### src/sv/mas_pkg.sv
`default_nettype none

package mas_pkg;

    localparam int unsigned DATA_W = 32;
    localparam int unsigned POS_W  = 3;
    localparam int unsigned DIM_W  = 4;
    localparam int unsigned CIDX_W = 4;

    typedef enum logic [2:0] {
        OP_LOAD_A  = 3'd0,
        OP_LOAD_B  = 3'd1,
        OP_SUM     = 3'd2,
        OP_DIFF    = 3'd3,
        OP_PRODUCT = 3'd4
    } op_t;

    typedef enum logic [CIDX_W-1:0] {
        REG_ROWS_A = 4'd0,
        REG_COLS_A = 4'd1,
        REG_ROWS_B = 4'd2,
        REG_COLS_B = 4'd3
    } reg_idx_t;

    typedef enum logic {
        ST_IDLE,
        ST_RUN
    } state_t;

    localparam logic [DIM_W-1:0] DIM_RESET = 4'd8;

    typedef struct packed {
        logic             valid;
        logic             first_k;
        logic             last_k;
        logic             last_elem;
        logic             err;
        op_t              op;
        logic [POS_W-1:0] row;
        logic [POS_W-1:0] col;
    } tok_t;

endpackage

`default_nettype wire

### src/sv/mas_store.sv
`default_nettype none

module mas_store #(
    parameter int DEPTH = 64,
    parameter int AW    = 6
) (
    input  wire logic                       clk,
    input  wire logic                       we,
    input  wire logic [AW-1:0]              waddr,
    input  wire logic [mas_pkg::DATA_W-1:0] wdata,
    input  wire logic                       re,
    input  wire logic [AW-1:0]              raddr,
    output logic      [mas_pkg::DATA_W-1:0] rdata
);

    logic [mas_pkg::DATA_W-1:0] mem [DEPTH];
    logic [mas_pkg::DATA_W-1:0] rdata_reg;

    always_ff @(posedge clk)
    begin
        if (we)
        begin
            mem[waddr] <= wdata;
        end
    end

    always_ff @(posedge clk)
    begin
        if (re)
        begin
            rdata_reg <= mem[raddr];
        end
    end

    assign rdata = rdata_reg;

endmodule

`default_nettype wire

### config.mk
export PLATFORM = sky130hd
export DESIGN_NAME = mas_store
export DESIGN_NICKNAME = d
export VERILOG_FILES = /design/src/sv/mas_pkg.sv /design/src/sv/mas_store.sv
export SDC_FILE = /design/constraint.sdc
export NUM_CORES = 2
export LEC_CHECK = 0
export BUFFER_PORTS_ARGS = -buffer_cell sky130_fd_sc_hd__buf_2
export CORE_MARGIN = 5
export CORE_UTILIZATION = 45
export CTS_CLUSTER_DIAMETER = 40
export CTS_CLUSTER_SIZE = 40
export DETAILED_ROUTE_END_ITERATION = 7
export GPL_TIMING_DRIVEN = 0
export SLEW_MARGIN = 15
export SYNTH_ARGS = -nofsm -noshare
export SYNTH_HDL_FRONTEND = slang
export SYNTH_SLANG_ARGS = --single-unit
### constraint.sdc
create_clock -name clk -period 6.53 [get_ports clk]
set_clock_uncertainty 0.05 [all_clocks]
set_input_delay 0.9795 -clock clk [delete_from_list [all_inputs] [get_ports clk]]
set_output_delay 0.9795 -clock clk [all_outputs]
set_load 0.02 [all_outputs]
==> metrics.txt <==
# TYPE chip_impl_metric gauge
chip_impl_info{name="outcome",value="complete, no violations"} 1
chip_impl_info{name="critical_path_class",value="in -> reg"} 1
chip_impl_metric{name="holdBufCountCts",unit=""} 0
chip_impl_metric{name="finalWorstPathRequiredPeriod",unit="ps"} 4610
chip_impl_metric{name="detailedRoute.firstIterationViolations",unit=""} 6577
chip_impl_metric{name="floorplan.initialDensity",unit=""} 0.4530
chip_impl_metric{name="clock_tree.htree_level_count",unit=""} 4
chip_impl_metric{name="multi_input_area",unit="um2"} 15970
chip_impl_metric{name="relative_slew_slack",unit=""} 0.1164
chip_impl_info{name="yosysTopAreaCell",value="edfxtp_1"} 1
chip_impl_info{name="layout.cells.most_common",value="edfxtp_1"} 1
chip_impl_metric{name="final-hold-violation-count",unit=""} 0
chip_impl_info{name="critical-path-top-cell-by-count",value="buf_2"} 1
chip_impl_metric{name="timing.critical_path.slowest_cell_delay",unit="ps"} 910
chip_impl_metric{name="share_seq_of_total_power",unit=""} 0.486
chip_impl_metric{name="dp_cells",unit=""} 5855
chip_impl_metric{name="grt_antenna_before_repair",unit=""} 23
chip_impl_metric{name="io_buffers",unit=""} 70
chip_impl_metric{name="largest_reg_flops",unit=""} 2048
chip_impl_metric{name="pin_count",unit=""} 79
chip_impl_metric{name="detailed_place.area",unit="um2"} 85850
chip_impl_metric{name="drt_first_pass_iters",unit=""} 6
chip_impl_metric{name="timing.fmax",unit="MHz"} 216.9
chip_impl_metric{name="internal-power",unit="mW"} 23.41
chip_impl_metric{name="post_synth.cell_area_avg",unit="um2"} 23.72
chip_impl_metric{name="finalWirelength",unit="mm"} 245.5
chip_impl_metric{name="synth-warning-count",unit=""} 0
chip_impl_info{name="mostFrequentLayoutCells",value="edfxtp_1, mux4_2, clkbuf_16"} 1
chip_impl_metric{name="max_cap_violations",unit=""} 0
chip_impl_metric{name="worstPathRequired",unit="ps"} 7040
chip_impl_metric{name="final-setup-viol-count",unit=""} 0
chip_impl_metric{name="clkLatencyLatePin",unit="ps"} 890
chip_impl_metric{name="netlist.area_leader.share",unit=""} 0.7923
chip_impl_info{name="clock_tree.root_cell",value="clkbuf_16"} 1
chip_impl_metric{name="dr_total_vias",unit=""} 40110
chip_impl_metric{name="timing.setup.tns",unit="ps"} 0
chip_impl_metric{name="finalInstanceArea",unit="um2"} 94450
chip_impl_metric{name="die_boundary_height",unit="um"} 428.6
chip_impl_metric{name="layout.cells.non_filler",unit=""} 6328
chip_impl_metric{name="clkTransAtPathRegs",unit="ps"} 60
chip_impl_info{name="end_kind",value="register"} 1
chip_impl_metric{name="critical_path_arrival",unit="ps"} 5120
chip_impl_metric{name="grt_start_max_net_pins",unit=""} 65
chip_impl_metric{name="area_delta_synth_final",unit="%"} 19.81
chip_impl_metric{name="p_sw",unit="mW"} 7.088
chip_impl_metric{name="fin_hold_ws",unit="ps"} 471.0
chip_impl_metric{name="dpl.hpwl",unit="mm"} 160.5
chip_impl_metric{name="slew_of_the_pin_with_the_lowest_slew_margin",unit="ps"} 1325
chip_impl_metric{name="cts-resized-gates",unit=""} 0
chip_impl_metric{name="cts_max_path_buffers",unit=""} 3
chip_impl_metric{name="drive_above_1_share",unit=""} 0.3365
chip_impl_metric{name="worstPathMaxFanout",unit=""} 10
chip_impl_info{name="cts_tree",value="done"} 1
chip_impl_metric{name="drt-vias-per-instance",unit=""} 6.339
chip_impl_metric{name="tritoncts.num_buffers",unit=""} 241
chip_impl_info{name="critPathLaunchType",value="primary input"} 1
chip_impl_metric{name="period_utilization_post_route",unit=""} 0.7060
chip_impl_info{name="worstPathCellList",value="buf_2 -> buf_2 -> buf_2 -> clkbuf_1 -> mux4_2 -> mux2i_1 -> a21oi_1 -> a21oi_1 -> nor2_1"} 1
chip_impl_metric{name="synth.lib_cells_used.distinct",unit=""} 33
chip_impl_metric{name="final_global_route_overflow_total",unit=""} 0
chip_impl_metric{name="syn-cell-area",unit="um2"} 78840
chip_impl_metric{name="combinationalPowerShare",unit=""} 0.052
chip_impl_metric{name="detail_route.drc_violations",unit=""} 0
chip_impl_metric{name="fin_nets",unit=""} 3820
chip_impl_info{name="critPathSlowestCell",value="clkbuf_1"} 1
chip_impl_metric{name="die_width",unit="um"} 428.6
chip_impl_info{name="unrepaired_setup_endpoints_after_global_routing",value="false"} 1
chip_impl_metric{name="drv_slew",unit=""} 0
chip_impl_metric{name="grt_first_pass_wirelength",unit="mm"} 332.3
chip_impl_info{name="cells_taking_the_most_area_after_synthesis",value="edfxtp_1, mux4_2, mux2i_1, o22ai_1, nor2_1"} 1
chip_impl_metric{name="routedWlPerCell",unit="um"} 38.80
chip_impl_metric{name="ys_seq_area_frac",unit=""} 0.7923
chip_impl_metric{name="vdd_ir_drop_max",unit="uV"} 259.9
chip_impl_metric{name="synthCells",unit=""} 3324
chip_impl_info{name="hold_path.class",value="in -> reg"} 1
chip_impl_metric{name="core_area",unit="um2"} 174000
chip_impl_metric{name="synthesis.nets",unit=""} 3371
chip_impl_metric{name="place.gp.congestion",unit=""} 0.8645
chip_impl_metric{name="first_global_vias",unit=""} 39580
chip_impl_metric{name="design.die.area",unit="um2"} 183700
chip_impl_metric{name="post-cts-setup-buffers",unit=""} 0
chip_impl_metric{name="final_util",unit=""} 0.5428
chip_impl_metric{name="power_switching_share",unit=""} 0.2324
chip_impl_metric{name="ffs_latches_synth",unit=""} 2080
chip_impl_metric{name="clock_power_share",unit=""} 0.461
chip_impl_metric{name="clkSinkCount",unit=""} 2080
chip_impl_metric{name="power_per_cell_area",unit="nW/um2"} 322.9
chip_impl_metric{name="grt_usage",unit=""} 0.2650
chip_impl_metric{name="regArea",unit="um2"} 62460
chip_impl_metric{name="row_count",unit=""} 153
chip_impl_metric{name="total_leakage_power",unit="nW"} 29.65
chip_impl_metric{name="fillerInstances",unit=""} 12890
chip_impl_metric{name="final_antenna_net_count",unit=""} 0
-- critical path, delay by kind of cell --
kind | cells | cell delay, ps
and+or+nand+nor | 1 | 190
AOI/OAI and AO/OA | 2 | 930
muxes | 2 | 870
buffers and inverters | 4 | 2110
-- stage by stage --
stage / setup WS, ps / power (mW)
global route: 1923 / 31.27
finish: 1920 / 30.50
detailed placement: 1122 / 16.71
CTS: 2044 / 30.62
global placement: -1607 / 16.64
floorplan: 2341 / 15.86
-- Yosys cell counts --
library cell	count
nor3_1	7
a311oi_1	8
buf_4	25
edfxtp_1	2080
buf_6	5
a41o_1	4
a21oi_1	62
nand2_1	26
and2_1	2
or3b_2	3
and3_1	4
a22oi_1	12
mux2i_1	93
or2_1	1
o22ai_1	84
a31oi_1	1
or3_1	3
nand2b_1	8
buf_1	21
nand3_1	5
o32ai_1	4
or2_2	1
buf_2	57
or3b_1	2
o221ai_1	27
mux4_2	544
nand4b_1	1
nand3b_1	5
or2_0	1
nand4_1	2
clkbuf_1	74
nor2b_1	15
nor2_1	137
-- routing by layer --
layer	GRT usage	routed length [um]	up-vias
met4	0.1148	11900	4
met3	0.06649	27590	469
met1	0.3645	91270	21630
met2	0.4068	114600	2672
li1	-	-	15340
met5	0	188	-
-- power by group through the flow --
| stage | Sequential, mW | Combinational [mW] | Clock [mW] |
|---|---|---|---|
| 6_report | 14.8 | 1.60 | 14.1 |
| 5_1_grt | 14.8 | 1.65 | 14.8 |
| 4_1_cts | 14.8 | 1.59 | 14.2 |
| 3_5_place_dp | 15.1 | 1.59 | 0 |
| 3_3_place_gp | 15.1 | 1.51 | 0 |
| 2_1_floorplan | 15.1 | 0.719 | 0 |
-- worst paths after layout --
kind	cells after the start	slack (ps)	to	startpoint
worst max-delay path	9	1920	rdata[13]	raddr[1]
worst min-delay path	1	470	mem[42][13]	wdata[13]
worst max register to register	4	3470	rdata[18]	mem[27][18]
worst min register to register	4	1080	rdata[17]	mem[12][17]
-- layout make-up --
cell class,count,share of cell area
buffer,182,0.009538
timing repair buffer,206,0.03855
antenna,15,0.0003974
clock inverter,202,0.02570
tap,2325,0.03080
clock buffer,256,0.06467
sequential,2080,0.6613
multi-input combinational,1062,0.1690
-- logic make-up (layout without fill, tap and decap cells) --
| kind of cell | count (synthesis) | in the layout | synth area share |
|---|---|---|---|
| multiplexers | 637 | 637 | 0.1672 |
| AND/OR/NAND/NOR | 223 | 223 | 0.01260 |
| buffers and inverters | 182 | 846 | 0.01124 |
| flip-flops | 2080 | 2080 | 0.7923 |
| AO/OA/AOI/OAI | 202 | 202 | 0.01666 |
| other | 0 | 15 | 0 |
Power figures use the tool's default switching activity.
