===== src/sv/mas_pkg.sv =====
`default_nettype none

package mas_pkg;

    localparam int unsigned DATA_W = 32;
    localparam int unsigned POS_W  = 3;
    localparam int unsigned DIM_W  = 4;
    localparam int unsigned CIDX_W = 4;

    typedef enum logic [2:0] {
        OP_LOAD_A  = 3'd0,
        OP_LOAD_B  = 3'd1,
        OP_SUM     = 3'd2,
        OP_DIFF    = 3'd3,
        OP_PRODUCT = 3'd4
    } op_t;

    typedef enum logic [CIDX_W-1:0] {
        REG_ROWS_A = 4'd0,
        REG_COLS_A = 4'd1,
        REG_ROWS_B = 4'd2,
        REG_COLS_B = 4'd3
    } reg_idx_t;

    typedef enum logic {
        ST_IDLE,
        ST_RUN
    } state_t;

    localparam logic [DIM_W-1:0] DIM_RESET = 4'd8;

    typedef struct packed {
        logic             valid;
        logic             first_k;
        logic             last_k;
        logic             last_elem;
        logic             err;
        op_t              op;
        logic [POS_W-1:0] row;
        logic [POS_W-1:0] col;
    } tok_t;

endpackage

`default_nettype wire


===== src/sv/mas_rsp_if.sv =====
`default_nettype none

interface mas_rsp_if;
    logic                              valid;
    logic                              ready;
    logic [mas_pkg::POS_W-1:0]         out_row;
    logic [mas_pkg::POS_W-1:0]         out_col;
    logic signed [mas_pkg::DATA_W-1:0] result;
    logic                              status;
    logic                              last;

    modport source (output valid, output out_row, output out_col, output result,
                    output status, output last, input ready);
    modport sink   (input valid, input out_row, input out_col, input result,
                    input status, input last, output ready);
endinterface

`default_nettype wire


===== src/sv/mas_datapath.sv =====
`default_nettype none

module mas_datapath (
    input  wire logic                       clk,
    input  wire logic                       rst_n,
    input  wire mas_pkg::tok_t              tok,
    input  wire logic [mas_pkg::DATA_W-1:0] a_data,
    input  wire logic [mas_pkg::DATA_W-1:0] b_data,
    output logic                            stall,
    mas_rsp_if.source                       rsp
);

    mas_pkg::tok_t s1_reg, s2_reg;
    logic [mas_pkg::DATA_W-1:0] prod_reg, acc_reg, sum, prod_next;
    logic [mas_pkg::DATA_W-1:0] res_reg;
    logic [mas_pkg::POS_W-1:0]  row_reg, col_reg;
    logic                       status_reg, last_reg, out_valid_reg, out_valid_next;
    logic                       s2_fire, out_load;

    assign stall    = s2_reg.valid && s2_reg.last_k && out_valid_reg && !rsp.ready;
    assign s2_fire  = s2_reg.valid && !stall;
    assign out_load = s2_fire && s2_reg.last_k;

    always_comb
    begin
        case (s1_reg.op)
            mas_pkg::OP_SUM:     prod_next = a_data + b_data;
            mas_pkg::OP_DIFF:    prod_next = a_data - b_data;
            mas_pkg::OP_PRODUCT: prod_next = a_data * b_data;
            default:             prod_next = '0;
        endcase
        if (s1_reg.err)
            prod_next = '0;
    end

    assign sum = s2_reg.first_k ? prod_reg : acc_reg + prod_reg;

    always_ff @(posedge clk or negedge rst_n)
    begin
        if (!rst_n)
        begin
            s1_reg <= '0;
            s2_reg <= '0;
        end
        else if (!stall)
        begin
            s1_reg <= tok;
            s2_reg <= s1_reg;
        end
    end

    always_ff @(posedge clk)
    begin
        if (!stall)
        begin
            prod_reg <= prod_next;
        end
        if (s2_fire)
            acc_reg <= sum;
        if (out_load)
        begin
            res_reg    <= sum;
            row_reg    <= s2_reg.row;
            col_reg    <= s2_reg.col;
            status_reg <= s2_reg.err;
            last_reg   <= s2_reg.last_elem;
        end
    end

    always_comb
    begin
        if (out_load)
            out_valid_next = 1'b1;
        else if (rsp.ready)
            out_valid_next = 1'b0;
        else
            out_valid_next = out_valid_reg;
    end

    always_ff @(posedge clk or negedge rst_n)
    begin
        if (!rst_n)
            out_valid_reg <= 1'b0;
        else
            out_valid_reg <= out_valid_next;
    end

    assign rsp.valid   = out_valid_reg;
    assign rsp.result  = res_reg;
    assign rsp.out_row = row_reg;
    assign rsp.out_col = col_reg;
    assign rsp.status  = status_reg;
    assign rsp.last    = last_reg;

endmodule

`default_nettype wire


===== src/flat_wrapper.sv =====
// flat-port wrapper written by rule: the top's interface ports become plain ports
module mas_datapath_flat 
  (clk, rst_n, tok, a_data, b_data, stall, rsp_valid, rsp_out_row, rsp_out_col, rsp_result, rsp_status, rsp_last, rsp_ready);
  mas_rsp_if rsp_i ();
  input  wire logic clk;
  input  wire logic rst_n;
  input  wire mas_pkg::tok_t tok;
  input  wire logic [mas_pkg::DATA_W-1:0] a_data;
  input  wire logic [mas_pkg::DATA_W-1:0] b_data;
  output logic stall;
  output wire logic [$bits(rsp_i.valid)-1:0] rsp_valid;
  output wire logic [$bits(rsp_i.out_row)-1:0] rsp_out_row;
  output wire logic [$bits(rsp_i.out_col)-1:0] rsp_out_col;
  output wire logic [$bits(rsp_i.result)-1:0] rsp_result;
  output wire logic [$bits(rsp_i.status)-1:0] rsp_status;
  output wire logic [$bits(rsp_i.last)-1:0] rsp_last;
  input wire logic [$bits(rsp_i.ready)-1:0] rsp_ready;
  assign rsp_valid = rsp_i.valid;
  assign rsp_out_row = rsp_i.out_row;
  assign rsp_out_col = rsp_i.out_col;
  assign rsp_result = rsp_i.result;
  assign rsp_status = rsp_i.status;
  assign rsp_last = rsp_i.last;
  assign rsp_i.ready = rsp_ready;
  mas_datapath u_core (.clk(clk), .rst_n(rst_n), .tok(tok), .a_data(a_data), .b_data(b_data), .stall(stall), .rsp(rsp_i));
endmodule

===== config.mk =====
export PLATFORM = sky130hd
export DESIGN_NAME = mas_datapath_flat
export DESIGN_NICKNAME = d
export VERILOG_FILES = /design/src/sv/mas_pkg.sv /design/src/sv/mas_rsp_if.sv /design/src/sv/mas_datapath.sv /design/src/flat_wrapper.sv
export SDC_FILE = /design/constraint.sdc
export NUM_CORES = 2
export LEC_CHECK = 0
export ABC_AREA = 1
export BUFFER_PORTS_ARGS = -buffer_cell sky130_fd_sc_hd__buf_4
export CORE_MARGIN = 8
export CORE_UTILIZATION = 59
export CTS_CLUSTER_SIZE = 28
export DETAILED_ROUTE_END_ITERATION = 12
export PLACE_DENSITY = 0.85
export SLEW_MARGIN = 25
export SYNTH_ARGS = -nofsm -noshare
export SYNTH_HDL_FRONTEND = slang
export SYNTH_SLANG_ARGS = --single-unit

===== constraint.sdc =====
create_clock -name clk -period 3.4 [get_ports clk]
set_input_delay 0.68 -clock clk [delete_from_list [all_inputs] [get_ports clk]]
set_output_delay 0.68 -clock clk [all_outputs]
set_load 0.03 [all_outputs]

==> flow_metrics.py <==
metrics = {
    "routing": {
        "drc": 0,
        "num_vias": 25500,
        "drt_iter0_drc": 3314,
        "wire_per_inst_um": 20.6,
        "dr.pass1.iters": 9,
        "postRouteAntennaNets": 0,
        "routed_via_density": 5.72,
        "routed_wl_mm": 91.6,
    },
    "timing": {
        "slew_headroom_pct": 30.0,
        "clock_skew_ps": 14.6,
        "tightest_slew_ps": 1050,
        "worst_slack_ps": -3690,
        "hold_viol": 0,
        "setup_violations": 28,
        "period_minus_slack_ps": 7090,
        "rsz0062_at_grt": "true",
        "period_share_pct": 209,
        "max_clock_freq_mhz": 141,
        "final_max_slew_viol_count": 0,
    },
    "clock_network": {
        "cts_max_path_buffers": 2,
        "cts_root_buffer": "clkbuf_16",
        "cts_buffers": 17,
        "clk_pin_slew_ps": 60,
        "insertion_delay_ps": 430,
        "cts_tree": "yes",
        "htreeDepth": 4,
        "cts_hold_buf": 0,
        "clock-sinks": 130,
    },
    "synthesis": {
        "async_flop_share_pct": 20.0,
        "syn_area_per_cell_um2": 7.52,
        "netlist-cell-type-count": 44,
        "synth_flop_cell": "edfxtp_1",
        "postSynthCellCount": 3412,
        "ys_ff_latch": 130,
        "netlist_top_cells_count": "nand2_1, inv_1, fa_1",
        "ys_top_cells_by_area": "fa_1, nand2_1, inv_1, edfxtp_1, ha_1",
        "synth-edff-count": 104,
        "synth_area_um2": 25700,
        "yosys_warnings": 0,
        "synthesis.nets": 4090,
        "yosysTopAreaCellShare_pct": 32.0,
        "ys_seq_area_share_pct": 14.7,
        "synth.most_common_cell": "nand2_1",
        "synth_top_cell_by_area": "fa_1",
    },
    "die": {
        "core.rowCount": 76,
        "dieWidth_um": 225,
        "ios": 123,
        "die-area_um2": 50400,
        "fp.dieH_um": 225,
        "coreArea_um2": 43000,
        "start_util_pct": 59.7,
    },
    "critical_path": {
        "reg2reg_depth": 17,
        "worst-endpoint-arrival_ps": 7340,
        "rr_endpoint": "u_core.prod_reg[27]$_SDFFCE_PP0N_",
        "critical_path_class": "input pin to flop",
        "required_ps": 3650,
        "critPathLaunchType": "input pin",
        "worstSetupStartpoint": "b_data[3]",
        "r2r_slack_ps": -490,
        "reg2reg_from": "u_core.s1_reg[7]$_DFFE_PN0N_",
        "cp_max_fo": 11,
        "critPathCaptureType": "flop",
    },
    "cells_and_area": {
        "syn_to_final_growth_pct": 28.4,
        "fill_cells": 2651,
        "nets": 4539,
        "drive_gt1_share_pct": 22.9,
        "post-route-util_pct": 76.7,
    },
    "grt": {
        "overflow": 0,
        "antenna_found_initial": 2,
        "grt_pass1_vias": 26200,
        "grt_pass1_wl_mm": 134,
        "grt_start_max_net_pins": 63,
        "grt_usage_pct": 34.0,
    },
    "min_path": {
        "hold_class": "input pin to asynchronous set/reset pin",
    },
    "place": {
        "numPortBuffers": 122,
        "place_hpwl_mm": 65.7,
        "gp_congestion": 0.996,
        "place_ws_ps": -3660,
    },
    "outcome": {
        "outcome": "complete, but fails checks",
        "violations": "negative setup slack",
    },
    "job": {
        "cap_violations": 0,
    },
}
==> cell type report <==
cell class | instances | area, um2 | area share, %
Tap cell | 585 | 732 | 2.22
Timing Repair Buffer | 572 | 5120 | 15.5
Antenna cell | 1 | 2.50 | 0.00759
Clock inverter | 13 | 163 | 0.494
Clock buffer | 18 | 429 | 1.30
Multi-Input combinational cell | 2254 | 19400 | 58.9
Inverter | 886 | 3330 | 10.1
Sequential cell | 130 | 3770 | 11.5
==> cell usage in the layout, fill, tap and decap left out, drive strengths merged, types with 27 or more instances in the layout <==
master / instances
or2: 27
inv: 887
fa: 410
edfxtp: 104
nand3: 100
buf: 571
o21ai: 140
nor2: 93
nand2: 971
ha: 187
a21oi: 168
xor2: 32
==> stage by stage <==
stage | hold WS [ps] | TNS (ps) | instance area, um2 | cells
after floorplan | 384 | -67850 | 26600 | 3412
after CTS | 165 | -69580 | 32200 | 4444
after detailed placement | 433 | -86860 | 30500 | 4380
final | 152 | -78690 | 33000 | 4459
after global placement | 430 | -84110 | 30500 | 4380
after global routing | 176 | -80940 | 33000 | 4459
==> worst max-delay path by stage <==
stage          cells past startpoint  slack, ps                           endpoint
5_1_grt                           27      -3730  u_core.prod_reg[24]$_SDFFCE_PP0N_
2_1_floorplan                     23      -3180  u_core.prod_reg[31]$_SDFFCE_PP0N_
3_3_place_gp                      25      -3590  u_core.prod_reg[31]$_SDFFCE_PP0N_
3_5_place_dp                      23      -3660  u_core.prod_reg[31]$_SDFFCE_PP0N_
4_1_cts                           23      -3050  u_core.prod_reg[31]$_SDFFCE_PP0N_
6_report                          27      -3690  u_core.prod_reg[24]$_SDFFCE_PP0N_
==> critical path: stages <==
cell and delay (ps):
buf_12 130, buf_8 140, buf_4 140, nand2_1 60
inv_1 60, fa_1 510, inv_1 60, fa_1 480
fa_1 550, fa_1 650, inv_1 110, ha_1 320
ha_4 280, fa_1 430, fa_1 590, ha_4 240
a21oi_2 350, a21boi_4 320, nand2_1 120, nand2_1 70
nand3_1 110, nand3_1 100, nand2_1 100, a21oi_1 190
o21ai_1 130, buf_4 180, a21oi_1 180
==> cells by family after synthesis <==
| group | count (synthesis) | share of synthesized area [%] |
|---|---|---|
| simple gates | 1249 | 19.8 |
| buf+inv | 1028 | 15.2 |
| fa+ha+maj | 597 | 41.1 |
| compound gates | 364 | 7.74 |
| flops | 130 | 14.7 |
| xor+xnor | 44 | 1.50 |
==> layer usage <==
metal  global-route usage, %  part of all wire [%]  up-vias
li1                        -                     -    11100
met1                    39.0                    32    12000
met2                    56.7                    46     1810
met3                    7.23                    12      664
met4                    24.0                    10        0
met5                       0                     0        -
==> timing repair <==
action / 4_1_cts / 5_1_grt
endpoints found under the setup margin: 28 / 29
endpoints found under the hold margin: 0 / 0
gates cloned: 5 / 0
gates resized for setup: 208 / 175
setup buffers: 28 / 16
pin swaps: 115 / 101
Power is left out: the tool's default activity adds up to more than one toggle a clock period on the data nets, which glitch-free logic cannot reach.
