### src/sv/mas_pkg.sv
`default_nettype none

package mas_pkg;

    localparam int unsigned DATA_W = 32;
    localparam int unsigned POS_W  = 3;
    localparam int unsigned DIM_W  = 4;
    localparam int unsigned CIDX_W = 4;

    typedef enum logic [2:0] {
        OP_LOAD_A  = 3'd0,
        OP_LOAD_B  = 3'd1,
        OP_SUM     = 3'd2,
        OP_DIFF    = 3'd3,
        OP_PRODUCT = 3'd4
    } op_t;

    typedef enum logic [CIDX_W-1:0] {
        REG_ROWS_A = 4'd0,
        REG_COLS_A = 4'd1,
        REG_ROWS_B = 4'd2,
        REG_COLS_B = 4'd3
    } reg_idx_t;

    typedef enum logic {
        ST_IDLE,
        ST_RUN
    } state_t;

    localparam logic [DIM_W-1:0] DIM_RESET = 4'd8;

    typedef struct packed {
        logic             valid;
        logic             first_k;
        logic             last_k;
        logic             last_elem;
        logic             err;
        op_t              op;
        logic [POS_W-1:0] row;
        logic [POS_W-1:0] col;
    } tok_t;

endpackage

`default_nettype wire

### src/sv/mas_cmd_if.sv
`default_nettype none

interface mas_cmd_if;
    logic                             valid;
    logic                             ready;
    logic [2:0]                       operation;
    logic [mas_pkg::POS_W-1:0]        row;
    logic [mas_pkg::POS_W-1:0]        col;
    logic signed [mas_pkg::DATA_W-1:0] value;

    modport source (output valid, output operation, output row, output col, output value,
                    input ready);
    modport sink   (input valid, input operation, input row, input col, input value,
                    output ready);
endinterface

`default_nettype wire

### src/sv/mas_cfg_if.sv
`default_nettype none

interface mas_cfg_if;
    logic                        valid;
    logic                        ready;
    logic [mas_pkg::CIDX_W-1:0]  index;
    logic [mas_pkg::DIM_W-1:0]   data;

    modport source (output valid, output index, output data, input ready);
    modport sink   (input valid, input index, input data, output ready);
endinterface

`default_nettype wire

### src/sv/mas_seq.sv
`default_nettype none

module mas_seq #(
    parameter int MAX_DIM = 8,
    parameter int IW      = 3,
    parameter int DW      = 4,
    parameter int AW      = 6
) (
    input  wire logic                       clk,
    input  wire logic                       rst_n,
    mas_cmd_if.sink                         cmd,
    mas_cfg_if.sink                         cfg,
    input  wire logic                       stall,
    output mas_pkg::tok_t                   tok,
    output logic                            we_a,
    output logic                            we_b,
    output logic [AW-1:0]                   waddr,
    output logic [mas_pkg::DATA_W-1:0]      wdata,
    output logic                            re,
    output logic [AW-1:0]                   raddr_a,
    output logic [AW-1:0]                   raddr_b
);

    mas_pkg::state_t state_reg, state_next;

    logic [mas_pkg::DIM_W-1:0] rows_a_reg, cols_a_reg, rows_b_reg, cols_b_reg;

    logic [IW-1:0] i_reg, i_next, j_reg, j_next, k_reg, k_next;
    logic [DW-1:0] nr_reg, nr_next, nc_reg, nc_next, nk_reg, nk_next;
    mas_pkg::op_t  op_reg, op_next;
    logic          err_reg, err_next;

    logic [DW-1:0] ra, ca, rb, cb;
    logic          accept, advance, load_ok, is_emit, shape_bad;
    logic          k_end, j_end, i_end;
    mas_pkg::op_t  cmd_op;

    function automatic logic [DW-1:0] dim_eff(input logic [mas_pkg::DIM_W-1:0] v);
        logic [DW-1:0] r;
        if (v == '0)
            r = DW'(1);
        else if (int'(v) > MAX_DIM)
            r = DW'(MAX_DIM);
        else
            r = DW'(v);
        return r;
    endfunction

    assign ra = dim_eff(rows_a_reg);
    assign ca = dim_eff(cols_a_reg);
    assign rb = dim_eff(rows_b_reg);
    assign cb = dim_eff(cols_b_reg);

    assign cfg.ready = 1'b1;

    always_ff @(posedge clk or negedge rst_n)
    begin
        if (!rst_n)
        begin
            rows_a_reg <= mas_pkg::DIM_RESET;
            cols_a_reg <= mas_pkg::DIM_RESET;
            rows_b_reg <= mas_pkg::DIM_RESET;
            cols_b_reg <= mas_pkg::DIM_RESET;
        end
        else if (cfg.valid)
        begin
            case (cfg.index)
                mas_pkg::REG_ROWS_A: rows_a_reg <= cfg.data;
                mas_pkg::REG_COLS_A: cols_a_reg <= cfg.data;
                mas_pkg::REG_ROWS_B: rows_b_reg <= cfg.data;
                mas_pkg::REG_COLS_B: cols_b_reg <= cfg.data;
                default: ;
            endcase
        end
    end

    assign cmd_op    = mas_pkg::op_t'(cmd.operation);
    assign accept    = cmd.valid && cmd.ready;
    assign load_ok   = (int'(cmd.row) < MAX_DIM) && (int'(cmd.col) < MAX_DIM);
    assign is_emit   = (cmd_op == mas_pkg::OP_SUM) || (cmd_op == mas_pkg::OP_DIFF) ||
                       (cmd_op == mas_pkg::OP_PRODUCT);
    assign shape_bad = (cmd_op == mas_pkg::OP_PRODUCT) ? (ca != rb)
                                                        : ((ra != rb) || (ca != cb));

    assign advance = (state_reg == mas_pkg::ST_RUN) && !stall;
    assign k_end   = err_reg || ((DW'(k_reg) + DW'(1)) == nk_reg);
    assign j_end   = err_reg || ((DW'(j_reg) + DW'(1)) == nc_reg);
    assign i_end   = err_reg || ((DW'(i_reg) + DW'(1)) == nr_reg);

    // next state
    always_comb
    begin
        state_next = state_reg;
        case (state_reg)
            mas_pkg::ST_IDLE:
            begin
                if (accept && is_emit)
                    state_next = mas_pkg::ST_RUN;
            end
            mas_pkg::ST_RUN:
            begin
                if (advance && k_end && j_end && i_end)
                    state_next = mas_pkg::ST_IDLE;
            end
            default: state_next = mas_pkg::ST_IDLE;
        endcase
    end

    // outputs
    always_comb
    begin
        cmd.ready = (state_reg == mas_pkg::ST_IDLE);
        we_a      = accept && load_ok && (cmd_op == mas_pkg::OP_LOAD_A);
        we_b      = accept && load_ok && (cmd_op == mas_pkg::OP_LOAD_B);
        waddr     = AW'(int'(cmd.row) * MAX_DIM + int'(cmd.col));
        wdata     = cmd.value;
        re        = advance && !err_reg;
        if (op_reg == mas_pkg::OP_PRODUCT)
        begin
            raddr_a = AW'(int'(i_reg) * MAX_DIM + int'(k_reg));
            raddr_b = AW'(int'(k_reg) * MAX_DIM + int'(j_reg));
        end
        else
        begin
            raddr_a = AW'(int'(i_reg) * MAX_DIM + int'(j_reg));
            raddr_b = raddr_a;
        end
        tok.valid     = advance;
        tok.first_k   = (k_reg == '0);
        tok.last_k    = k_end;
        tok.last_elem = k_end && j_end && i_end;
        tok.err       = err_reg;
        tok.op        = op_reg;
        tok.row       = err_reg ? '0 : mas_pkg::POS_W'(i_reg);
        tok.col       = err_reg ? '0 : mas_pkg::POS_W'(j_reg);
    end

    // counters
    always_comb
    begin
        i_next   = i_reg;
        j_next   = j_reg;
        k_next   = k_reg;
        nr_next  = nr_reg;
        nc_next  = nc_reg;
        nk_next  = nk_reg;
        op_next  = op_reg;
        err_next = err_reg;
        if (accept && is_emit)
        begin
            i_next   = '0;
            j_next   = '0;
            k_next   = '0;
            op_next  = cmd_op;
            err_next = shape_bad;
            nr_next  = ra;
            nc_next  = (cmd_op == mas_pkg::OP_PRODUCT) ? cb : ca;
            nk_next  = (cmd_op == mas_pkg::OP_PRODUCT) ? ca : DW'(1);
        end
        else if (advance)
        begin
            if (!k_end)
                k_next = k_reg + IW'(1);
            else
            begin
                k_next = '0;
                if (!j_end)
                    j_next = j_reg + IW'(1);
                else
                begin
                    j_next = '0;
                    i_next = i_reg + IW'(1);
                end
            end
        end
    end

    always_ff @(posedge clk or negedge rst_n)
    begin
        if (!rst_n)
        begin
            state_reg <= mas_pkg::ST_IDLE;
            err_reg   <= 1'b0;
            i_reg     <= '0;
            j_reg     <= '0;
            k_reg     <= '0;
        end
        else
        begin
            state_reg <= state_next;
            err_reg   <= err_next;
            i_reg     <= i_next;
            j_reg     <= j_next;
            k_reg     <= k_next;
        end
    end

    always_ff @(posedge clk)
    begin
        nr_reg <= nr_next;
        nc_reg <= nc_next;
        nk_reg <= nk_next;
        op_reg <= op_next;
    end

endmodule

`default_nettype wire

### src/flat_wrapper.sv
// flat-port wrapper written by rule: the top's interface ports become plain ports
module mas_seq_flat 
#(
    parameter int MAX_DIM = 8,
    parameter int IW      = 3,
    parameter int DW      = 4,
    parameter int AW      = 6
)
  (clk, rst_n, stall, tok, we_a, we_b, waddr, wdata, re, raddr_a, raddr_b, cmd_valid, cmd_operation, cmd_row, cmd_col, cmd_value, cmd_ready, cfg_valid, cfg_index, cfg_data, cfg_ready);
  mas_cmd_if cmd_i ();
  mas_cfg_if cfg_i ();
  input  wire logic clk;
  input  wire logic rst_n;
  input  wire logic stall;
  output mas_pkg::tok_t tok;
  output logic we_a;
  output logic we_b;
  output logic [AW-1:0] waddr;
  output logic [mas_pkg::DATA_W-1:0] wdata;
  output logic re;
  output logic [AW-1:0] raddr_a;
  output logic [AW-1:0] raddr_b;
  input wire logic [$bits(cmd_i.valid)-1:0] cmd_valid;
  input wire logic [$bits(cmd_i.operation)-1:0] cmd_operation;
  input wire logic [$bits(cmd_i.row)-1:0] cmd_row;
  input wire logic [$bits(cmd_i.col)-1:0] cmd_col;
  input wire logic [$bits(cmd_i.value)-1:0] cmd_value;
  output wire logic [$bits(cmd_i.ready)-1:0] cmd_ready;
  input wire logic [$bits(cfg_i.valid)-1:0] cfg_valid;
  input wire logic [$bits(cfg_i.index)-1:0] cfg_index;
  input wire logic [$bits(cfg_i.data)-1:0] cfg_data;
  output wire logic [$bits(cfg_i.ready)-1:0] cfg_ready;
  assign cmd_i.valid = cmd_valid;
  assign cmd_i.operation = cmd_operation;
  assign cmd_i.row = cmd_row;
  assign cmd_i.col = cmd_col;
  assign cmd_i.value = cmd_value;
  assign cmd_ready = cmd_i.ready;
  assign cfg_i.valid = cfg_valid;
  assign cfg_i.index = cfg_index;
  assign cfg_i.data = cfg_data;
  assign cfg_ready = cfg_i.ready;
  mas_seq #(.MAX_DIM(MAX_DIM), .IW(IW), .DW(DW), .AW(AW)) u_core (.clk(clk), .rst_n(rst_n), .cmd(cmd_i), .cfg(cfg_i), .stall(stall), .tok(tok), .we_a(we_a), .we_b(we_b), .waddr(waddr), .wdata(wdata), .re(re), .raddr_a(raddr_a), .raddr_b(raddr_b));
endmodule
### config.mk
export PLATFORM = sky130hd
export DESIGN_NAME = mas_seq_flat
export DESIGN_NICKNAME = d
export VERILOG_FILES = /design/src/sv/mas_pkg.sv /design/src/sv/mas_cmd_if.sv /design/src/sv/mas_cfg_if.sv /design/src/sv/mas_seq.sv /design/src/flat_wrapper.sv
export SDC_FILE = /design/constraint.sdc
export NUM_CORES = 1
export LEC_CHECK = 0
export BUFFER_PORTS_ARGS = -buffer_cell sky130_fd_sc_hd__clkbuf_2
export CELL_PAD_IN_SITES_DETAIL_PLACEMENT = 1
export CELL_PAD_IN_SITES_GLOBAL_PLACEMENT = 2
export CORE_UTILIZATION = 28
export CTS_BUF_LIST = sky130_fd_sc_hd__clkbuf_2 sky130_fd_sc_hd__clkbuf_4 sky130_fd_sc_hd__clkbuf_8
export CTS_CLUSTER_SIZE = 8
export DETAILED_ROUTE_END_ITERATION = 8
export GPL_TIMING_DRIVEN = 0
export PLACE_DENSITY = 0.83
export SYNTH_ARGS = -nofsm -noshare
export SYNTH_HDL_FRONTEND = slang
export SYNTH_SLANG_ARGS = --single-unit
### constraint.sdc
create_clock -name clk -period 2.76 [get_ports clk]
set_clock_uncertainty 0.05 [all_clocks]
set_input_delay 0.552 -clock clk [delete_from_list [all_inputs] [get_ports clk]]
set_output_delay 0.552 -clock clk [all_outputs]
set_load 0.03 [all_outputs]
==> impl_metrics.json, run 1 <==
{
  "status": "complete, but fails checks",
  "violations": "setup timing",
  "die-height_um": 100,
  "wire_length_of_the_first_global_routing_pass_mm": 10.4,
  "track_usage": 0.132,
  "netlist_instances": 261,
  "setup_tns_ps": -0.0215,
  "hold_class": "in -> async",
  "clock-root-buffer": "sky130_fd_sc_hd__clkbuf_8",
  "crit_path_max_fanout": 2,
  "required_ps": 2160,
  "worstSkewPairLatency_ps": 300,
  "max-clock-path-buffers": 2,
  "dp_hpwl_mm": 4.96,
  "rows": 35,
  "max_cap_violations": 0,
  "met3_usage": 0.0251,
  "routed-via-count": 2219,
  "grt_use_met1": 0.156,
  "wl_mm": 6.70,
  "route.detailed.wl_per_inst_um": 13.6,
  "num_cts_buffers": 5,
  "final_wtd_congestion": 0.805,
  "post-layout-total-power_w": 0.00289,
  "async_flop_share": 0.643,
  "grt_max_degree": 28,
  "synth-edff-count": 15,
  "floorplan.die_area_um2": 10000,
  "crit_path_start_kind": "register",
  "floorplan.core_area_um2": 9280,
  "number_of_search_and_repair_iterations_in_the_first_detailed_routing_pass": 4,
  "synthesis.nets": 319,
  "clock.fmax_mhz": 362,
  "timing.critical_path.slowest_stage_cell": "sky130_fd_sc_hd__dfrtp_2",
  "timing.slew.headroom": 0.500,
  "yosysSeqAreaShare": 0.419,
  "final-hold-violation-count": 0,
  "antenna_found_initial": 0,
  "synth_ff_type": "sky130_fd_sc_hd__dfrtp_1",
  "power_leakage_nw": 1.68,
  "antenna-diode-count": 0,
  "synth.cell_area_um2": 2700,
  "vdd_drop_max_mv": 0.271,
  "starting_density_of_the_core": 0.291,
  "critical_path.cell_chain": "ha_4, xnor2_4, mux2i_2, a21oi_2, nor4_4, or2_4, buf_8",
  "min_period_ps": 2760,
  "io_pins": 123,
  "period_share": 1.00,
  "netlist.top_cell.by_area": "sky130_fd_sc_hd__dfrtp_1",
  "setup_repair_after_global_routing_missed_its_margin": "true",
  "netlist-cell-type-count": 45,
  "floorplan.die.width_um": 100,
  "layout-area-overhead-vs-synth_pct": 34.2,
  "first_global_vias": 2204,
  "quantity_of_i_o_buffers_inserted_on_ports": 83,
  "setup.worst_path.end_class": "output pin",
  "ys_ff_latch": 42,
  "final_max_slew_viol_count": 0,
  "drt_drc_violations_left": 0,
  "crit_path_max_incr_delay_ps": 440,
  "drive_above_1_share": 0.555,
  "netlist_top_cells_area": "sky130_fd_sc_hd__dfrtp_1, sky130_fd_sc_hd__edfxtp_1, sky130_fd_sc_hd__buf_4",
  "route.antenna.remaining_nets": 0,
  "final.setup.worst_slack_ps": -0.0215,
  "initialDrtViolationCount": 58,
  "post_cts_hold_buffer_count": 0,
  "use_met2": 0.237,
  "area_share_of_the_leading_cell_type_in_the_synthesized_netlist": 0.213,
  "clock_sinks": 42,
  "clock_tree.htree_level_count": 2,
  "cts.reportedPaths.clkPinSlew_ps": 90,
  "cts_tree": "yes",
  "post_synth_most_frequent_cells": "sky130_fd_sc_hd__buf_4, sky130_fd_sc_hd__dfrtp_1, sky130_fd_sc_hd__mux2_2",
  "finalSetupViolCount": 1,
  "timing.setup.critical_path_class": "reg -> out",
  "powerDensity_nw_per_um2": 797,
  "routed_via_density": 4.50,
  "yosys.cell_count.top_type": "sky130_fd_sc_hd__buf_4",
  "num-nets-final": 421,
  "timing.critical_path.buf_inv": 1,
  "cp_data_arrival_time_ps": 2160,
  "synth_area_per_cell_um2": 10.3,
  "worst-slew-pin-transition_ps": 749,
  "grt-ovfl-total": 0,
  "synth-warning-count": 0,
  "crit_family": "simple AND/OR/NAND/NOR gates",
  "global_route.peak_usage_layer": "met2"
}
[layout make-up]
class,count,area (um^2)
timing repair buffer,95,515
multi-input combinational,166,1340
tap,129,161
clock buffer,6,76.3
buffer,45,327
inverter,8,30.0
sequential,42,1140
fill,1089,5660
clock inverter,2,37.5
[cells by family (layout without fill, tap and decap cells)]
logic type,count (synthesis),count (layout),synth area share
other cells,1,1,0.00139
flops,42,42,0.419
simple gates,79,79,0.162
buf+inv,53,156,0.132
xor+xnor,20,20,0.0648
compound gates,34,34,0.0889
mux,28,28,0.114
fa+ha+maj,4,4,0.0185
[cell usage in the layout (no fill, tap or decap), types with 2 or more instances in the layout]
master,count
sky130_fd_sc_hd__inv_2,2
sky130_fd_sc_hd__a21oi_1,4
sky130_fd_sc_hd__clkbuf_2,82
sky130_fd_sc_hd__mux2_2,22
sky130_fd_sc_hd__o41ai_1,2
sky130_fd_sc_hd__a31o_2,2
sky130_fd_sc_hd__dfrtp_2,4
sky130_fd_sc_hd__clkbuf_8,5
sky130_fd_sc_hd__edfxtp_1,15
sky130_fd_sc_hd__nand3_2,2
sky130_fd_sc_hd__nor2b_1,15
sky130_fd_sc_hd__nand2b_1,4
sky130_fd_sc_hd__nand3b_1,4
sky130_fd_sc_hd__nor3b_2,2
sky130_fd_sc_hd__nor2_1,15
sky130_fd_sc_hd__clkbuf_1,2
sky130_fd_sc_hd__a21o_1,3
sky130_fd_sc_hd__dfstp_2,4
sky130_fd_sc_hd__o21ai_0,8
sky130_fd_sc_hd__o21ba_2,2
sky130_fd_sc_hd__xor2_2,3
sky130_fd_sc_hd__nand3_1,6
sky130_fd_sc_hd__dfrtp_1,19
sky130_fd_sc_hd__inv_1,6
sky130_fd_sc_hd__a31oi_1,3
sky130_fd_sc_hd__o21bai_1,2
sky130_fd_sc_hd__mux2i_1,5
sky130_fd_sc_hd__o31ai_1,2
sky130_fd_sc_hd__ha_4,3
sky130_fd_sc_hd__o22ai_1,2
sky130_fd_sc_hd__nor3_1,2
sky130_fd_sc_hd__nand2_1,16
sky130_fd_sc_hd__xnor2_1,10
sky130_fd_sc_hd__buf_4,54
sky130_fd_sc_hd__xor2_1,5
[worst paths after layout]
check / from / to / cells after the start / slack (ps)
worst min register to register: u_core.cols_a_reg[0]$_DFFE_PN0P_ / u_core.cols_a_reg[0]$_DFFE_PN0P_ / 1 / 470
worst max-delay path: u_core.j_reg[1]$_DFFE_PN0P_ / tok[10] / 7 / -0.02
worst max register to register: u_core.j_reg[1]$_DFFE_PN0P_ / u_core.j_reg[2]$_DFFE_PN0P_ / 8 / 470
worst min-delay path: rst_n / u_core.rows_a_reg[0]$_DFFE_PN0P_ / 1 / 250
max in group asynchronous: rst_n / u_core.j_reg[0]$_DFFE_PN0P_ / 1 / 1900
min in group clk: stall / u_core.state_reg$_DFF_PN0_ / 3 / 440
[where the power goes]
part	switching, W	leakage, nW	total (W)	internal (W)
combinational	0.000827	1.16	0.00144	0.000609
clock	0.000212	0.0548	0.000492	0.000280
sequential	0.000162	0.467	0.000961	0.000799
total	0.00120	1.68	0.00289	0.00169
[worst reg2reg max path, delay by kind of cell, from the launching register on]
kind,cells,cell delay [ps]
compound gates,3,860
flops,1,440
buf+inv,2,260
simple gates,1,230
fa+ha+maj,1,190
xor+xnor,1,150
[stage by stage]
stage,setup slack (ps),instances,hold slack [ps],cell area [um^2],utilization
after floorplan,151,261,206,2700,-
after global placement,-196,473,456,3280,0.353
after detailed placement,-178,473,462,3280,0.353
after CTS,-32.1,486,281,3500,0.377
after global routing,-43.1,493,293,3630,0.391
final,-0.0215,493,249,3630,0.391
[what timing repair did]
action	in CTS	in global routing
setup endpoints to repair	2	2
resized for setup	13	15
pin swaps	3	11
buffers inserted	5	7
[layer usage]
metal,wire length (um),vias up
met5,0,-
met4,107,0
met3,357,11
met2,3490,69
met1,2740,1069
li1,-,1070
Power figures use the tool's default switching activity.
==> inputs of run 2 (changes only) <==
--- a/config.mk
+++ b/config.mk
@@ -14,6 +14,7 @@
 export DETAILED_ROUTE_END_ITERATION = 8
 export GPL_TIMING_DRIVEN = 0
 export PLACE_DENSITY = 0.83
+export SKIP_CTS_REPAIR_TIMING = 1
 export SYNTH_ARGS = -nofsm -noshare
 export SYNTH_HDL_FRONTEND = slang
 export SYNTH_SLANG_ARGS = --single-unit
==> run 2 against run 1 <==
- first-iteration DRC count is 31% lower
- the flow still finishes with violations (setup timing)
- power is 2.1% lower
- critical path depth fell by 1
- via count fell by 1.4%
==> impl_metrics.json, run 2 (synthesized netlist as in run 1, its figures left out) <==
{
  "route.detailed.wl_per_inst_um": 13.1,
  "power_leakage_nw": 1.67,
  "r2r-start": "u_core.j_reg[0]$_DFFE_PN0P_",
  "timing.slew.headroom": 0.502,
  "status": "complete, but fails checks",
  "clock_tree.htree_level_count": 2,
  "num_cts_buffers": 5,
  "final_wtd_congestion": 0.805,
  "track_usage": 0.129,
  "max-clock-path-buffers": 2,
  "clockPowerShare": 0.173,
  "layout.cells.most_common": "sky130_fd_sc_hd__clkbuf_2",
  "grt_max_degree": 28,
  "cts_tree": "yes",
  "quantity_of_i_o_buffers_inserted_on_ports": 83,
  "crit_path_max_fanout": 3,
  "power_frac_seq": 0.337,
  "number_of_search_and_repair_iterations_in_the_first_detailed_routing_pass": 4,
  "setup.worst_path.end_class": "output pin",
  "cts.reportedPaths.clkPinSlew_ps": 90,
  "hold_class": "in -> async",
  "critical_path.cell_chain": "ha_4, xor2_2, or3_4, nor4_4, or2_4, buf_6",
  "cp_data_arrival_time_ps": 2170,
  "floorplan.core_area_um2": 9280,
  "place.detailed.instances": 473,
  "io_pins": 123,
  "required_ps": 2160,
  "finalNonFillerCells": 492,
  "drive_above_1_share": 0.529,
  "starting_density_of_the_core": 0.291,
  "grt-ovfl-total": 0,
  "powerDensity_nw_per_um2": 795,
  "clock-root-buffer": "sky130_fd_sc_hd__clkbuf_8",
  "rows": 35,
  "period_share": 1.01,
  "antenna_found_initial": 0,
  "final_util": 0.384,
  "setup_repair_after_global_routing_missed_its_margin": "true",
  "switching_share": 0.411,
  "layout-area-overhead-vs-synth_pct": 31.8,
  "max_cap_violations": 0,
  "p_comb_frac": 0.489,
  "crit_path_max_incr_delay_ps": 440,
  "route.antenna.remaining_nets": 0,
  "floorplan.die_area_um2": 10000,
  "routed-via-count": 2189,
  "timing.critical_path.slowest_stage_cell": "sky130_fd_sc_hd__dfrtp_2",
  "worstSkewPairLatency_ps": 300,
  "vdd_drop_max_mv": 0.271,
  "num-nets-final": 420,
  "final-hold-violation-count": 0,
  "dp_hpwl_mm": 4.96,
  "min_period_ps": 2780,
  "hold_ws_ps": 248,
  "clock_sinks": 42,
  "first_global_vias": 2156,
  "finalSetupViolCount": 1,
  "floorplan.die.width_um": 100,
  "crit_family": "simple AND/OR/NAND/NOR gates",
  "worst-slew-pin-transition_ps": 747,
  "p_switching_w": 0.00116,
  "routed_via_density": 4.45,
  "initialDrtViolationCount": 40,
  "timing.critical_path.buf_inv": 1,
  "wl_mm": 6.46,
  "final_max_slew_viol_count": 0,
  "final.setup.worst_slack_ps": -15.9,
  "fill_cells": 1079,
  "internal_power_w": 0.00167,
  "antenna-diode-count": 0,
  "die-height_um": 100,
  "critPathLaunch": "u_core.j_reg[1]$_DFFE_PN0P_",
  "violations": "setup timing",
  "wire_length_of_the_first_global_routing_pass_mm": 10.2,
  "leading_cell_types_in_the_layout_fill_and_taps_excluded": "sky130_fd_sc_hd__clkbuf_2, sky130_fd_sc_hd__buf_4, sky130_fd_sc_hd__mux2_2",
  "drt_drc_violations_left": 0,
  "crit_path_start_kind": "register",
  "clock.fmax_mhz": 360,
  "setup_tns_ps": -15.9,
  "timing.setup.critical_path_class": "reg -> out"
}
[run 2: power by group through the flow]
| stage | clock network (W) | logic [W] | registers (W) |
|---|---|---|---|
| after CTS | 0.000507 | 0.00122 | 0.000968 |
| after floorplan | 0 | 0.000886 | 0.000968 |
| after detailed placement | 0 | 0.00122 | 0.000980 |
| after global placement | 0 | 0.00120 | 0.000973 |
| after global routing | 0.000528 | 0.00151 | 0.000977 |
| final | 0.000491 | 0.00138 | 0.000955 |
[run 2: area by class of cell]
class	instances	area [um^2]	area share
clock buffer	6	76.3	0.0214
sequential	42	1130	0.319
timing repair buffer	94	507	0.142
buffer	45	327	0.0917
inverter	8	30.0	0.00843
multi-input combinational	166	1290	0.362
clock inverter	2	37.5	0.0105
tap	129	161	0.0453
[run 2: routing by layer]
metal / global-route usage / vias up / wire [um]
met2: 0.233 / 67 / 3320
met4: 0.0401 / 0 / 74
met1: 0.155 / 1045 / 2710
li1: - / 1068 / -
met5: 0 / - / 0
met3: 0.0244 / 9 / 359
[run 2: through the flow]
| step | cell area [um^2] | total power (W) | setup WS [ps] |
|---|---|---|---|
| 3_3_place_gp | 3280 | 0.00217 | -196 |
| 4_1_cts | 3390 | 0.00270 | -517 |
| 3_5_place_dp | 3280 | 0.00220 | -178 |
| 2_1_floorplan | 2700 | 0.00185 | 151 |
| 6_report | 3560 | 0.00283 | -15.9 |
| 5_1_grt | 3560 | 0.00302 | -94.4 |
[run 2: final timing paths]
check / endpoint / slack (ps) / cells past startpoint
worst max-delay path: tok[10] / -20 / 6
worst min-delay path: u_core.rows_a_reg[0]$_DFFE_PN0P_ / 250 / 1
worst max register to register: u_core.j_reg[2]$_DFFE_PN0P_ / 610 / 7
worst min register to register: u_core.cols_a_reg[0]$_DFFE_PN0P_ / 470 / 1
max in group asynchronous: u_core.j_reg[0]$_DFFE_PN0P_ / 1910 / 1
min in group clk: u_core.state_reg$_DFF_PN0_ / 440 / 3
==> inputs of run 3 (changes only) <==
==> constraint.sdc (replaced) <==
create_clock -name clk -period 2.76 [get_ports clk]
set_clock_uncertainty 0.05 [all_clocks]
set_input_delay 0.276 -clock clk [delete_from_list [all_inputs] [get_ports clk]]
set_output_delay 0.276 -clock clk [all_outputs]
set_load 0.03 [all_outputs]
==> run 3 against run 2 <==
- the flow finishes with violations (hold timing)
- fmax increased by 3.0%
- design area decreased by 2.2%
- setup slack improved by 80 ps
- first-iteration DRC count increased by 13%
- sequential power increased by 0.6%
- power decreased by 3.5%
- via count decreased by 0.18%
- worst hold slack got worse by 270 ps
- utilization decreased by 0.86 points
- largest power group unchanged
==> impl_metrics.json, run 3 (synthesized netlist as in run 1, its figures left out) <==
{
  "status": "complete, but fails checks",
  "violations": "hold timing",
  "clock_tree.htree_level_count": 2,
  "p_comb_frac": 0.469,
  "cts.reportedPaths.clkPinSlew_ps": 80,
  "r2r_end": "u_core.j_reg[2]$_DFFE_PN0P_",
  "worstSkewPairLatency_ps": 290,
  "floorplan.die.width_um": 100,
  "final-hold-violation-count": 23,
  "antenna-diode-count": 0,
  "layout.cells.most_common": "sky130_fd_sc_hd__clkbuf_2",
  "rows": 35,
  "critical_path.cell_chain": "ha_2, xnor2_2, mux2i_2, a21oi_1, nor4_4, or2_2, clkbuf_2",
  "io_pins": 123,
  "switching_share": 0.415,
  "powerDensity_nw_per_um2": 785,
  "worst-slew-pin-transition_ps": 746,
  "required_ps": 2430,
  "multi_input_comb_area_um2": 1250,
  "max-clock-path-buffers": 2,
  "leading_cell_types_in_the_layout_fill_and_taps_excluded": "sky130_fd_sc_hd__clkbuf_2, sky130_fd_sc_hd__buf_4, sky130_fd_sc_hd__mux2_2",
  "worst_r2r_path_depth": 7,
  "finalSetupViolCount": 0,
  "route.detailed.wl_per_inst_um": 13.2,
  "vdd_drop_max_mv": 0.270,
  "dp_hpwl_mm": 4.96,
  "reg2reg_setup_slack_ps": 500,
  "wl_mm": 6.42,
  "cp_data_arrival_time_ps": 2370,
  "timing.setup.critical_path_class": "reg -> out",
  "clockPowerShare": 0.179,
  "crit_path_max_incr_delay_ps": 480,
  "final-seq-area_um2": 1130,
  "final_util": 0.375,
  "initialDrtViolationCount": 45,
  "setup.worst_path.end_class": "output pin",
  "grt_max_degree": 28,
  "r2r-start": "u_core.j_reg[0]$_DFFE_PN0P_",
  "track_usage": 0.129,
  "p_switching_w": 0.00113,
  "grt-ovfl-total": 0,
  "antenna_found_initial": 0,
  "floorplan.die_area_um2": 10000,
  "starting_density_of_the_core": 0.291,
  "quantity_of_i_o_buffers_inserted_on_ports": 83,
  "routed-via-count": 2185,
  "wire_length_of_the_first_global_routing_pass_mm": 10.2,
  "drive_above_1_share": 0.510,
  "timing.slew.headroom": 0.502,
  "min_period_ps": 2700,
  "num-nets-final": 416,
  "clock.fmax_mhz": 371,
  "power_frac_seq": 0.352,
  "routed_via_density": 4.48,
  "number_of_search_and_repair_iterations_in_the_first_detailed_routing_pass": 4,
  "num_cts_buffers": 5,
  "hold_class": "in -> async",
  "cts_tree": "yes",
  "die-height_um": 100,
  "fill_cells": 1085,
  "route.antenna.remaining_nets": 0,
  "drt_drc_violations_left": 0,
  "critPathLaunch": "u_core.j_reg[0]$_DFFE_PN0P_",
  "timing.critical_path.slowest_stage_cell": "sky130_fd_sc_hd__dfrtp_2",
  "hold_ws_ps": -26.9,
  "clock_sinks": 42,
  "final_wtd_congestion": 0.805,
  "crit_path_max_fanout": 9,
  "crit_path_start_kind": "register",
  "internal_power_w": 0.00160,
  "layout-area-overhead-vs-synth_pct": 28.9,
  "period_share": 0.977,
  "final_max_slew_viol_count": 0,
  "floorplan.core_area_um2": 9280,
  "clock-root-buffer": "sky130_fd_sc_hd__clkbuf_8",
  "first_global_vias": 2156,
  "power_leakage_nw": 1.65,
  "max_cap_violations": 0
}
-- run 3: worst max path at each step --
stage                     endpoint  slack [ps]  cells past startpoint
after floorplan            tok[10]         430                      6
after global placement     tok[10]          80                      8
after detailed placement   tok[10]         100                      8
after CTS                  tok[10]        -240                      8
after global routing       tok[10]         -20                      7
final                      tok[10]          60                      7
-- run 3: per-layer routing --
layer,GRT usage,vias up,share of wire
met1,0.155,1047,0.43
met3,0.0244,9,0.053
met4,0.0401,0,0.014
met5,0,-,0
met2,0.233,65,0.51
li1,-,1064,-
-- run 3: area by class of cell --
class | instances | share of cell area
multi-input combinational | 166 | 0.358
sequential | 42 | 0.326
clock inverter | 2 | 0.0108
buffer | 45 | 0.0938
timing repair buffer | 90 | 0.134
inverter | 8 | 0.00863
tap | 129 | 0.0464
clock buffer | 6 | 0.0219
-- run 3: power by group through the flow --
stage               Combinational (W)  Sequential, W  Clock (W)
floorplan                    0.000886       0.000968          0
global placement              0.00120       0.000973          0
detailed placement            0.00122       0.000980          0
CTS                           0.00122       0.000968   0.000507
global route                  0.00140       0.000988   0.000528
finish                        0.00128       0.000961   0.000489
-- run 3: metrics by stage --
stage / setup WS, ps / cell area (um^2) / TNS [ps] / total power (W) / std cells
detailed placement: 97.6 / 3280 / 0 / 0.00220 / 473
floorplan: 427 / 2700 / 0 / 0.00185 / 261
global placement: 80.2 / 3280 / 0 / 0.00217 / 473
finish: 64.3 / 3480 / 0 / 0.00273 / 488
CTS: -241 / 3390 / -241 / 0.00270 / 481
global route: -24.6 / 3480 / -24.6 / 0.00292 / 488
-- run 3: worst max-delay path: cells and delay by family, from the launching register on --
family                     cells  cell delay [ps]
xor gates and xnor gates       1              210
DFF                            1              480
buffers and inverters          1              190
adders and majority gates      1              250
and+or+nand+nor                2              510
AOI/OAI and AO/OA              1              150
muxes                          1              290
